==> src/sv/m3avg_pkg.sv <==
`timescale 1ns / 1ps

package m3avg_pkg;

    // Controller states, one-hot
    typedef enum logic [3:0] {
        ST_IDLE = 4'b0001,
        ST_LOAD = 4'b0010,
        ST_DIV  = 4'b0100,
        ST_DONE = 4'b1000
    } state_t;

    // Commands from controller to datapath
    typedef struct packed {
        logic accept;    // take the sample word on the input
        logic div_load;  // load the divider from the accumulator, clear the sum
        logic div_step;  // one restoring divide step
        logic out_load;  // move the quotient into the output register
    } cmd_t;

    // Status from datapath to controller
    typedef struct packed {
        logic block_done;  // the sample on the input closes the last group of a block
        logic div_last;    // the divider is on its final step
        logic out_full;    // the output register holds an untaken word
    } sts_t;

endpackage

==> src/sv/m3avg_ctrl.sv <==
`timescale 1ns / 1ps

module m3avg_ctrl (
    input  logic              aclk,
    input  logic              aresetn,
    input  logic              s_tvalid,
    output logic              s_tready,
    input  logic              m_tready,
    input  m3avg_pkg::sts_t   sts,
    output m3avg_pkg::cmd_t   cmd
);

    m3avg_pkg::state_t state_reg;
    m3avg_pkg::state_t state_next;

    always_ff @(posedge aclk) begin
        if (!aresetn) begin
            state_reg <= m3avg_pkg::ST_IDLE;
        end else begin
            state_reg <= state_next;
        end
    end

    always_comb begin
        state_next = state_reg;
        cmd        = '0;
        s_tready   = 1'b0;
        unique case (state_reg)
            m3avg_pkg::ST_IDLE: begin
                s_tready = 1'b1;
                if (s_tvalid) begin
                    cmd.accept = 1'b1;
                    if (sts.block_done) begin
                        state_next = m3avg_pkg::ST_LOAD;
                    end
                end
            end
            m3avg_pkg::ST_LOAD: begin
                cmd.div_load = 1'b1;
                state_next   = m3avg_pkg::ST_DIV;
            end
            m3avg_pkg::ST_DIV: begin
                cmd.div_step = 1'b1;
                if (sts.div_last) begin
                    state_next = m3avg_pkg::ST_DONE;
                end
            end
            m3avg_pkg::ST_DONE: begin
                // wait for room in the output register
                if (!sts.out_full || m_tready) begin
                    cmd.out_load = 1'b1;
                    state_next   = m3avg_pkg::ST_IDLE;
                end
            end
            default: begin
                state_next = m3avg_pkg::ST_IDLE;
            end
        endcase
    end

endmodule

==> src/sv/m3avg_dp.sv <==
`timescale 1ns / 1ps

module m3avg_dp #(
    parameter int SAMPLE_BITS = 12,
    parameter int COUNT_BITS  = 10
) (
    input  logic                   aclk,
    input  logic                   aresetn,
    input  logic                   cfg_we,
    input  logic [COUNT_BITS-1:0]  cfg_wdata,
    input  logic [SAMPLE_BITS-1:0] sample,
    input  logic                   m_tready,
    input  m3avg_pkg::cmd_t        cmd,
    output m3avg_pkg::sts_t        sts,
    output logic                   m_tvalid,
    output logic [SAMPLE_BITS-1:0] average
);

    localparam int SUM_W  = SAMPLE_BITS + COUNT_BITS;
    localparam int STEP_W = $clog2(SAMPLE_BITS);

    localparam logic [1:0] POS_FIRST  = 2'd0;
    localparam logic [1:0] POS_SECOND = 2'd1;
    localparam logic [1:0] POS_THIRD  = 2'd2;

    logic [COUNT_BITS-1:0]  gc_reg;
    logic [SAMPLE_BITS-1:0] first_reg;
    logic [SAMPLE_BITS-1:0] second_reg;
    logic [1:0]             pos_reg;
    logic [COUNT_BITS-1:0]  groups_reg;
    logic [SUM_W-1:0]       sum_reg;
    logic [COUNT_BITS-1:0]  rem_reg;
    logic [SAMPLE_BITS-1:0] quo_reg;
    logic [STEP_W-1:0]      cnt_reg;
    logic [SAMPLE_BITS-1:0] avg_reg;
    logic                   valid_reg;

    logic [COUNT_BITS-1:0]  n_eff;
    logic [SAMPLE_BITS-1:0] lo_xy;
    logic [SAMPLE_BITS-1:0] hi_xy;
    logic [SAMPLE_BITS-1:0] lo_hz;
    logic [SAMPLE_BITS-1:0] median;
    logic [COUNT_BITS:0]    groups_inc;
    logic [COUNT_BITS:0]    shifted;
    logic [COUNT_BITS:0]    diff;
    logic                   q_bit;

    assign n_eff = (gc_reg == '0) ? COUNT_BITS'(1) : gc_reg;

    // median = max(min(a,b), min(max(a,b),c))
    assign lo_xy  = (first_reg <= second_reg) ? first_reg : second_reg;
    assign hi_xy  = (first_reg >= second_reg) ? first_reg : second_reg;
    assign lo_hz  = (hi_xy <= sample) ? hi_xy : sample;
    assign median = (lo_xy >= lo_hz) ? lo_xy : lo_hz;

    assign groups_inc     = {1'b0, groups_reg} + (COUNT_BITS + 1)'(1);
    assign sts.block_done = (pos_reg == POS_THIRD) && (groups_inc >= {1'b0, n_eff});

    // restoring divide step; remainder stays below n
    assign shifted = {rem_reg, quo_reg[SAMPLE_BITS-1]};
    assign diff    = shifted - {1'b0, n_eff};
    assign q_bit   = (shifted >= {1'b0, n_eff});

    assign sts.div_last = (cnt_reg == STEP_W'(SAMPLE_BITS - 1));
    assign sts.out_full = valid_reg;

    always_ff @(posedge aclk) begin
        if (!aresetn) begin
            gc_reg     <= COUNT_BITS'(1);
            pos_reg    <= POS_FIRST;
            groups_reg <= '0;
            sum_reg    <= '0;
            valid_reg  <= 1'b0;
            cnt_reg    <= '0;
        end else begin
            if (cfg_we) begin
                // restart the group and the block
                gc_reg     <= cfg_wdata;
                pos_reg    <= POS_FIRST;
                groups_reg <= '0;
                sum_reg    <= '0;
            end else if (cmd.accept) begin
                case (pos_reg)
                    POS_FIRST:  pos_reg <= POS_SECOND;
                    POS_SECOND: pos_reg <= POS_THIRD;
                    default: begin
                        pos_reg    <= POS_FIRST;
                        sum_reg    <= sum_reg + SUM_W'(median);
                        groups_reg <= sts.block_done ? '0 : groups_inc[COUNT_BITS-1:0];
                    end
                endcase
            end else if (cmd.div_load) begin
                sum_reg <= '0;
            end

            if (cmd.div_load) begin
                cnt_reg <= '0;
            end else if (cmd.div_step) begin
                cnt_reg <= cnt_reg + STEP_W'(1);
            end

            if (cmd.out_load) begin
                valid_reg <= 1'b1;
            end else if (m_tready) begin
                valid_reg <= 1'b0;
            end
        end
    end

    always_ff @(posedge aclk) begin
        if (cmd.accept && pos_reg == POS_FIRST) begin
            first_reg <= sample;
        end
        if (cmd.accept && pos_reg == POS_SECOND) begin
            second_reg <= sample;
        end
        if (cmd.div_load) begin
            // upper part of the sum is already below n
            rem_reg <= sum_reg[SUM_W-1:SAMPLE_BITS];
            quo_reg <= sum_reg[SAMPLE_BITS-1:0];
        end else if (cmd.div_step) begin
            rem_reg <= q_bit ? diff[COUNT_BITS-1:0] : shifted[COUNT_BITS-1:0];
            quo_reg <= {quo_reg[SAMPLE_BITS-2:0], q_bit};
        end
        if (cmd.out_load) begin
            avg_reg <= quo_reg;
        end
    end

    assign m_tvalid = valid_reg;
    assign average  = avg_reg;

endmodule

==> src/sv/median_of_three_averager_core.sv <==
`timescale 1ns / 1ps

// Channel   Dir  Handshake          Payload
// s_        in   s_tvalid/s_tready  s_tdata: sample
// m_        out  m_tvalid/m_tready  m_tdata: average
// cfg_      in   cfg_we             cfg_wdata: group_count (zero acts as one)
//
// A sample word that does not close a block is taken at once; the input stays ready.
// The sample that closes a block holds off the next word until the result is handed off:
// a load step, then the radix-2 restoring divider with one quotient bit per cycle,
// then the handoff to the output register.
// Reset (aresetn low, synchronous) sets group_count to 1 and clears the group.
// A full output register stalls only the handoff, while m_tready stays low.
module median_of_three_averager_core #(
    parameter int SAMPLE_BITS = 12,
    parameter int COUNT_BITS  = 10,
    localparam int TDATA_W    = ((SAMPLE_BITS + 7) / 8) * 8
) (
    input  logic                  aclk,
    input  logic                  aresetn,
    // config write
    input  logic                  cfg_we,
    input  logic [COUNT_BITS-1:0] cfg_wdata,
    // input stream
    input  logic                  s_tvalid,
    output logic                  s_tready,
    input  logic [TDATA_W-1:0]    s_tdata,   // [SAMPLE_BITS-1:0] sample, rest zero
    // result stream
    output logic                  m_tvalid,
    input  logic                  m_tready,
    output logic [TDATA_W-1:0]    m_tdata    // [SAMPLE_BITS-1:0] average, rest zero
);

    m3avg_pkg::cmd_t        cmd;
    m3avg_pkg::sts_t        sts;
    logic [SAMPLE_BITS-1:0] average;

    // Sequence the accept, divide and handoff steps
    m3avg_ctrl u_ctrl (
        .aclk     (aclk),
        .aresetn  (aresetn),
        .s_tvalid (s_tvalid),
        .s_tready (s_tready),
        .m_tready (m_tready),
        .sts      (sts),
        .cmd      (cmd)
    );

    // Hold the group, accumulate medians, divide, and register the result
    m3avg_dp #(
        .SAMPLE_BITS (SAMPLE_BITS),
        .COUNT_BITS  (COUNT_BITS)
    ) u_dp (
        .aclk      (aclk),
        .aresetn   (aresetn),
        .cfg_we    (cfg_we),
        .cfg_wdata (cfg_wdata),
        .sample    (s_tdata[SAMPLE_BITS-1:0]),
        .m_tready  (m_tready),
        .cmd       (cmd),
        .sts       (sts),
        .m_tvalid  (m_tvalid),
        .average   (average)
    );

    // Zero-fill the word up to whole bytes
    assign m_tdata = TDATA_W'(average);

    // Block the input for the divide after a block closes
    property p_stall_after_block;
        @(posedge aclk) disable iff (!aresetn)
        (s_tvalid && s_tready && sts.block_done) |=> !s_tready;
    endproperty
    a_stall_after_block: assert property (p_stall_after_block)
        else $error("input taken right after a block closed");

    // Never overwrite an untaken result
    property p_no_overwrite;
        @(posedge aclk) disable iff (!aresetn)
        cmd.out_load |-> (!m_tvalid || m_tready);
    endproperty
    a_no_overwrite: assert property (p_no_overwrite)
        else $error("output register overwritten while full");

    // Divide steps and sample accepts never overlap
    property p_div_excl;
        @(posedge aclk) disable iff (!aresetn)
        $onehot0({cmd.accept, cmd.div_load, cmd.div_step, cmd.out_load});
    endproperty
    a_div_excl: assert property (p_div_excl)
        else $error("conflicting datapath commands");

endmodule
==> config.mk <==
export PLATFORM = sky130hd
export DESIGN_NAME = median_of_three_averager_core
export DESIGN_NICKNAME = d
export VERILOG_FILES = /design/src/sv/m3avg_pkg.sv /design/src/sv/m3avg_ctrl.sv /design/src/sv/m3avg_dp.sv /design/src/sv/median_of_three_averager_core.sv
export SDC_FILE = /design/constraint.sdc
export NUM_CORES = 1
export LEC_CHECK = 0
export ABC_AREA = 1
export BUFFER_PORTS_ARGS = -buffer_cell sky130_fd_sc_hd__buf_4
export CORE_ASPECT_RATIO = 0.75
export CORE_MARGIN = 3
export CORE_UTILIZATION = 40
export DETAILED_ROUTE_END_ITERATION = 7
export PLACE_DENSITY = 0.66
export RECOVER_POWER = 50
export SLEW_MARGIN = 5
export SYNTH_ARGS = -nofsm -noshare
export SYNTH_HDL_FRONTEND = slang
export SYNTH_SLANG_ARGS = --single-unit
==> constraint.sdc <==
create_clock -name aclk -period 9.96 [get_ports aclk]
set_input_delay 0.498 -clock aclk [delete_from_list [all_inputs] [get_ports aclk]]
set_output_delay 0.498 -clock aclk [all_outputs]
set_load 0.005 [all_outputs]
==> Word level (Yosys, flattened, before mapping) <==
Index checks and enable logic that the tools add are counted.
{ "classes": {"add_sub_neg": 4, "order_cmp": 6, "n_eq_ne": 12, "mux": 29, "bitwise": 2, "n_reduce_logical": 16} }
{ "op_table": {"columns": ["cell", "count"], "rows": [
  ["$mux 12", 6],
  ["$mux 22", 3],
  ["$mux 10", 5],
  ["$ge 12x12->1", 2],
  ["$le 12x12->1", 2],
  ["$add 22x12->22", 1],
  ["$ge 11x10->1", 2],
  ["$mux 4", 4],
  ["$pmux 4 s4", 1],
  ["$add 10x1->11 const B", 1],
  ["$logic_not 10->1", 1],
  ["$sub 10x10->10", 1],
  ["$mux 1", 9],
  ["$eq 4x4->1 const B", 2],
  ["$ne 2x2->1 const B", 3],
  ["$reduce_bool 2->1", 3],
  ["$reduce_or 2->1", 3],
  ["$add 4x1->4 const B", 1],
  ["$eq 4x1->1 const B", 1],
  ["$eq 4x2->1 const B", 1],
  ["$eq 4x3->1 const B", 1],
  ["$ne 2x1->1 const B", 2],
  ["$pmux 2 s2", 1],
  ["$reduce_and 2->1", 2],
  ["other kinds (8)", 11]
]} }
{ "word_totals": {"reg_bits": 111, "in_bits": 31, "output_inout_bits": 18, "word_cells": 81} }

==> Depth between registers and ports, before layout <==
{ "depth": {"depth_word": 9, "depth_mapped": 42, "ltp_nobuf": 41} }

==> Hierarchy <==
Synthesis repeated with hierarchy kept, for this count alone.
{ "unflattened": {"cells_unflattened": 1000, "hier_area_um2": 7536.0} }
{ "modules_own_cells": {"columns": ["module", "n_inst", "cells_each", "area_per_inst_um2", "seq_area_each_um2"], "rows": [
  ["m3avg_dp", 1, 953, 7209.4, 2722.6],
  ["m3avg_ctrl", 1, 42, 292.8, 80.1],
  ["median_of_three_averager_core", 1, 5, 33.8, 0.0]
]} }

==> Least setup slack after synthesis <==
Ideal clock, no wire load.
{ "synth_path": {"path_kind": "reg-to-reg", "start": "register u_dp.second_reg[11]", "end": "register u_dp.sum_reg[12]", "setup_ps": 116, "arrival_time_ps": 5084, "required_time_ps": 9844, "setup_slack_ps": 4760, "stages_incl_launch_ff": 38, "n_path_buf": 3, "synth_period_minus_slack_ps": 5200, "cell_sequence": "edfxtp_1 -> inv_1 -> ha_1 -> nand2_1 -> o21ai_0 -> a21oi_2 -> nand3_1 -> buf_4 -> nand2_1 -> nand2_1 -> ha_1 -> a21oi_1 -> o21ai_0 -> nor2_1 -> nand3_1 -> nand2_1 -> buf_1 -> nand3_1 -> [... 2 more ...] -> a21oi_1 -> nor2_1 -> a211oi_1 -> nand4_1 -> inv_1 -> buf_2 -> nand3_1 -> nand2_1 -> ha_1 -> fa_1 -> nand3_1 -> nand2_1 -> nand2_1 -> nand2_1 -> a21oi_1 -> or2_2 -> o21ai_0 -> nor2_1"} }
{ "synth_between": {"elab_chain_len": 9, "elab_cells_between_ends": 11, "classes_between": "1 x add/sub; 4 x order compare; 6 x mux"} }
{ "synth_rtl": {"columns": ["item", "line", "source"], "rows": [
  ["from (decl)", "m3avg_dp.sv:28", "logic [SAMPLE_BITS-1:0] second_reg;"],
  ["from (signal assigned)", "m3avg_dp.sv:115", "second_reg <= sample;"],
  ["$ge 12x12->1", "m3avg_dp.sv:52", "assign hi_xy = (first_reg >= second_reg) ? first_reg : second_reg;"],
  ["$mux 12", "m3avg_dp.sv:52", null],
  ["$le 12x12->1", "m3avg_dp.sv:53", "assign lo_hz = (hi_xy <= sample) ? hi_xy : sample;"],
  ["$mux 12", "m3avg_dp.sv:53", null],
  ["$ge 12x12->1", "m3avg_dp.sv:54", "assign median = (lo_xy >= lo_hz) ? lo_xy : lo_hz;"],
  ["$mux 12 (*)", "m3avg_dp.sv:54", null],
  ["$add 22x12->22 (*)", "m3avg_dp.sv:88", "sum_reg <= sum_reg + SUM_W'(median);"],
  ["$mux 22 (*)", "m3avg_dp.sv:83", "case (pos_reg)"],
  ["$mux 22 (*)", "m3avg_dp.sv:82", "end else if (cmd.accept) begin"],
  ["to (signal assigned)", "m3avg_dp.sv:88", null],
  ["to (decl)", "m3avg_dp.sv:31", "logic [SUM_W-1:0] sum_reg;"]
]} }
Mark *: on every way between the ends. The rest lies on a longest branch, timed or not. The select of a mux whose other input is x is not followed.
A chain may end at the register's enable or synchronous reset.

==> Final worst setup path <==
{ "layout_path": {"start": "register u_dp.second_reg[5]", "end": "register u_dp.sum_reg[12]"} }
Same word-level chain as after synthesis.

==> flow_summary.json <==
{
  "status": "finished, final reports clean",
  "grt_util_all_layers_pct": 17.5,
  "fin_worst_skew_ns": 0.0106,
  "synth_top_area_share_pct": 23.7,
  "firstDrtPassIters": 7,
  "synth-compound-area-share_pct": 12.2,
  "antenna_left": 0,
  "worstMarginPinSlew_ns": 1.07,
  "startpoint_type": "flop",
  "diodes": 0,
  "clk_pin_slew_ns": 0.07,
  "cts_tree": "done",
  "core_area_um2": 17800,
  "syn_inst": 961,
  "layout-drive-gt1-share_pct": 6.83,
  "drv_slew": 0,
  "fillerInstances": 1786,
  "globalRouteMet1Util_pct": 28.5,
  "grt_pass1_vias": 5477,
  "clockBufferDepth": 2,
  "internal_power_uw": 888,
  "grt_max_degree": 31,
  "gr-usage-met2_pct": 23.1,
  "postSynthAreaPerCell_um2": 7.65,
  "hold_buffers": 0,
  "yosys_register_bits": 111,
  "nets": 1096,
  "worstSetupPathType": "reg -> reg",
  "dieWidth_um": 163,
  "synth_area_um2": 7350,
  "synth_top_family_by_area": "simple AND/OR/NAND/NOR gates",
  "synth_xor_area_share_pct": 2.02,
  "pwr-share-comb_pct": 41.0,
  "grt_pass1_wl_um": 27900,
  "maxSlewHeadroom_pct": 28.7,
  "globalplace.congestion": 0.886,
  "via_per_inst": 5.06,
  "cts_sinks": 111,
  "gr-total-overflow": 0,
  "ir_drop_v": 0.000112,
  "drv_cap": 0,
  "reg2reg_slack_ns": 1.79,
  "pre_cts_ws_ns": 2.02,
  "reg2reg_depth": 35,
  "synthAdderAreaFrac_pct": 12.8,
  "min_path_type": "in -> reg",
  "cts_setup_buffers": 0,
  "yosysTopAreaCell": "edfxtp_1",
  "fin_crit_ns": 8.17,
  "dp_cells": 1222,
  "fin_tns_setup_ns": 0,
  "fmax_ghz": 0.122,
  "period_share_pct": 82.0,
  "largest_reg_flops": 22,
  "finalNonFillerCells": 1238,
  "die_h_um": 123,
  "antenna_found_initial": 0,
  "io_buffers": 40,
  "cts_root_buffer": "clkbuf_16",
  "p_leak_uw": 0.00354,
  "switchingPower_uw": 611,
  "critPathSlowestCell": "nand3_1",
  "muxShareOfSynthArea_pct": 0,
  "dr_total_vias": 6267,
  "rr_startpoint": "u_dp.second_reg[5]",
  "dieArea_um2": 20100,
  "cp_common_cell": "nand2_1",
  "worstPathMaxFanout": 14,
  "row_count": 42,
  "busiest_layer": "met1",
  "ios": 49,
  "rsz0062_at_grt": "false",
  "wl_per_cell_um": 13.7,
  "critical_path_arrival_ns": 8.43,
  "drc": 0,
  "insertion_delay_ns": 0.37,
  "tritoncts.num_buffers": 9,
  "drt-initial-drc-count": 605,
  "powerDensity_nw_per_um2": 186,
  "yosys_warnings": 0,
  "cp.required_ns": 10.22,
  "cpPeakStageDelay_ns": 0.69,
  "synth_seq_area_share_pct": 38.1,
  "h-tree-depth": 3,
  "r2r-end": "u_dp.sum_reg[12]",
  "power_frac_clock_pct": 24.2,
  "initial_utilization_pct": 41.3,
  "grt_util_met3_pct": 3.75,
  "worstHoldPathCells": 3,
  "setup_slack_ns": 1.79,
  "hold_ws_ns": 0.340,
  "synthTopCellsByArea": "edfxtp_1 24%, dfxtp_1 14%, nand2_1 14%",
  "endpoint_kind": "flop",
  "syn_to_final_growth_pct": 9.58,
  "synthSimpleGateAreaFrac_pct": 27.4,
  "cts_resized": 0,
  "post_synth_num_cell_types": 48,
  "setup_viol": 0,
  "finalPower_uw": 1500,
  "p_seq_share_pct": 34.9,
  "whs_endpoint": "u_dp.gc_reg[0]",
  "swShare_pct": 40.8,
  "wirelength_um": 17000,
  "hold_start": "cfg_wdata[0]",
  "dp_hpwl_um": 12900,
  "hold_viol": 0
}
Yosys cell counts, drive strengths merged:
| cell | number |
|---|---|
| o211ai | 5 |
| ha | 72 |
| inv | 100 |
| a31o | 1 |
| o22ai | 6 |
| xor2 | 15 |
| or2 | 4 |
| nand4 | 21 |
| and2 | 3 |
| nor4 | 4 |
| clkinv | 1 |
| buf | 21 |
| fa | 2 |
| o21ai | 60 |
| a21oi | 77 |
| xnor2 | 2 |
| nand3 | 76 |
| o21a | 4 |
| a21o | 2 |
| dfxtp | 53 |
| a22oi | 2 |
| nor2 | 70 |
| clkbuf | 8 |
| nand3b | 3 |
| o31ai | 1 |
| nand2 | 275 |
| conb | 1 |
| a31oi | 1 |
| edfxtp | 58 |
| o21bai | 1 |
| nor3 | 11 |
| a211oi | 1 |
worst max path at each step:
stage	from	to	slack, ns	depth (start not counted)
6_report	u_dp.second_reg[5]	u_dp.sum_reg[12]	1.79	35
5_1_grt	u_dp.second_reg[5]	u_dp.sum_reg[20]	1.20	36
4_1_cts	u_dp.second_reg[5]	u_dp.sum_reg[20]	1.99	36
3_5_place_dp	u_dp.second_reg[5]	u_dp.sum_reg[20]	2.02	36
3_3_place_gp	u_dp.second_reg[5]	u_dp.sum_reg[20]	2.09	36
2_1_floorplan	u_dp.second_reg[11]	u_dp.sum_reg[12]	4.76	37
critical path, delay by kind of cell (launching register included):
family / cells / cell delay, ns
compound gates: 9 / 1.79
buf+inv: 3 / 1.10
simple gates: 18 / 3.49
fa+ha+maj: 5 / 1.27
flops: 1 / 0.39
layout make-up:
class	count	area (um2)	share of cell area (%)
clock buffer	10	229	2.84
sequential	111	2800	34.8
timing repair buffer	45	270	3.35
multi-input combinational	723	4010	49.8
inverter	101	379	4.70
tap	242	303	3.76
clock inverter	6	62.6	0.776
layer usage:
layer | vias up | routed length (um)
li1 | 3299 | -
met1 | 2800 | 9460
met2 | 156 | 6460
met3 | 12 | 940
met4 | 0 | 112
met5 | - | 0
cells in the final DEF, fill, tap and decap left out, drive strengths merged, types with 5 or more instances in the layout:
cell type,netlist,final
a21oi,77,77
buf,21,15
clkbuf,8,40
dfxtp,53,53
edfxtp,58,58
ha,72,72
inv,100,105
nand2,275,275
nand3,76,76
nand4,21,21
nor2,70,70
nor3,11,11
o211ai,5,5
o21ai,60,60
o22ai,6,6
xor2,15,15
stage by stage:
| stage | util (%) | instance area, um2 |
|---|---|---|
| after floorplan | - | 7360 |
| after global placement | 44.1 | 7850 |
| after detailed placement | 44.1 | 7850 |
| after CTS | 45.7 | 8140 |
| after global routing | 45.2 | 8060 |
| final | 45.2 | 8060 |
power groups by stage:
stage	combinational, uW	sequential (uW)	clock (uW)
after global placement	605	532	0
after global routing	706	524	389
after CTS	615	522	372
final	614	522	362
after detailed placement	612	533	0
after floorplan	462	530	0
cells by family (layout without fill, tap and decap cells):
group / count (synthesis) / in the layout
AOI/OAI and AO/OA: 161 / 161
and+or+nand+nor: 467 / 467
other: 1 / 4
adders and majority gates: 74 / 74
DFF: 111 / 111
buffers and inverters: 130 / 162
xor gates and xnor gates: 17 / 17
No activity file was read; power rests on OpenSTA's default activity.
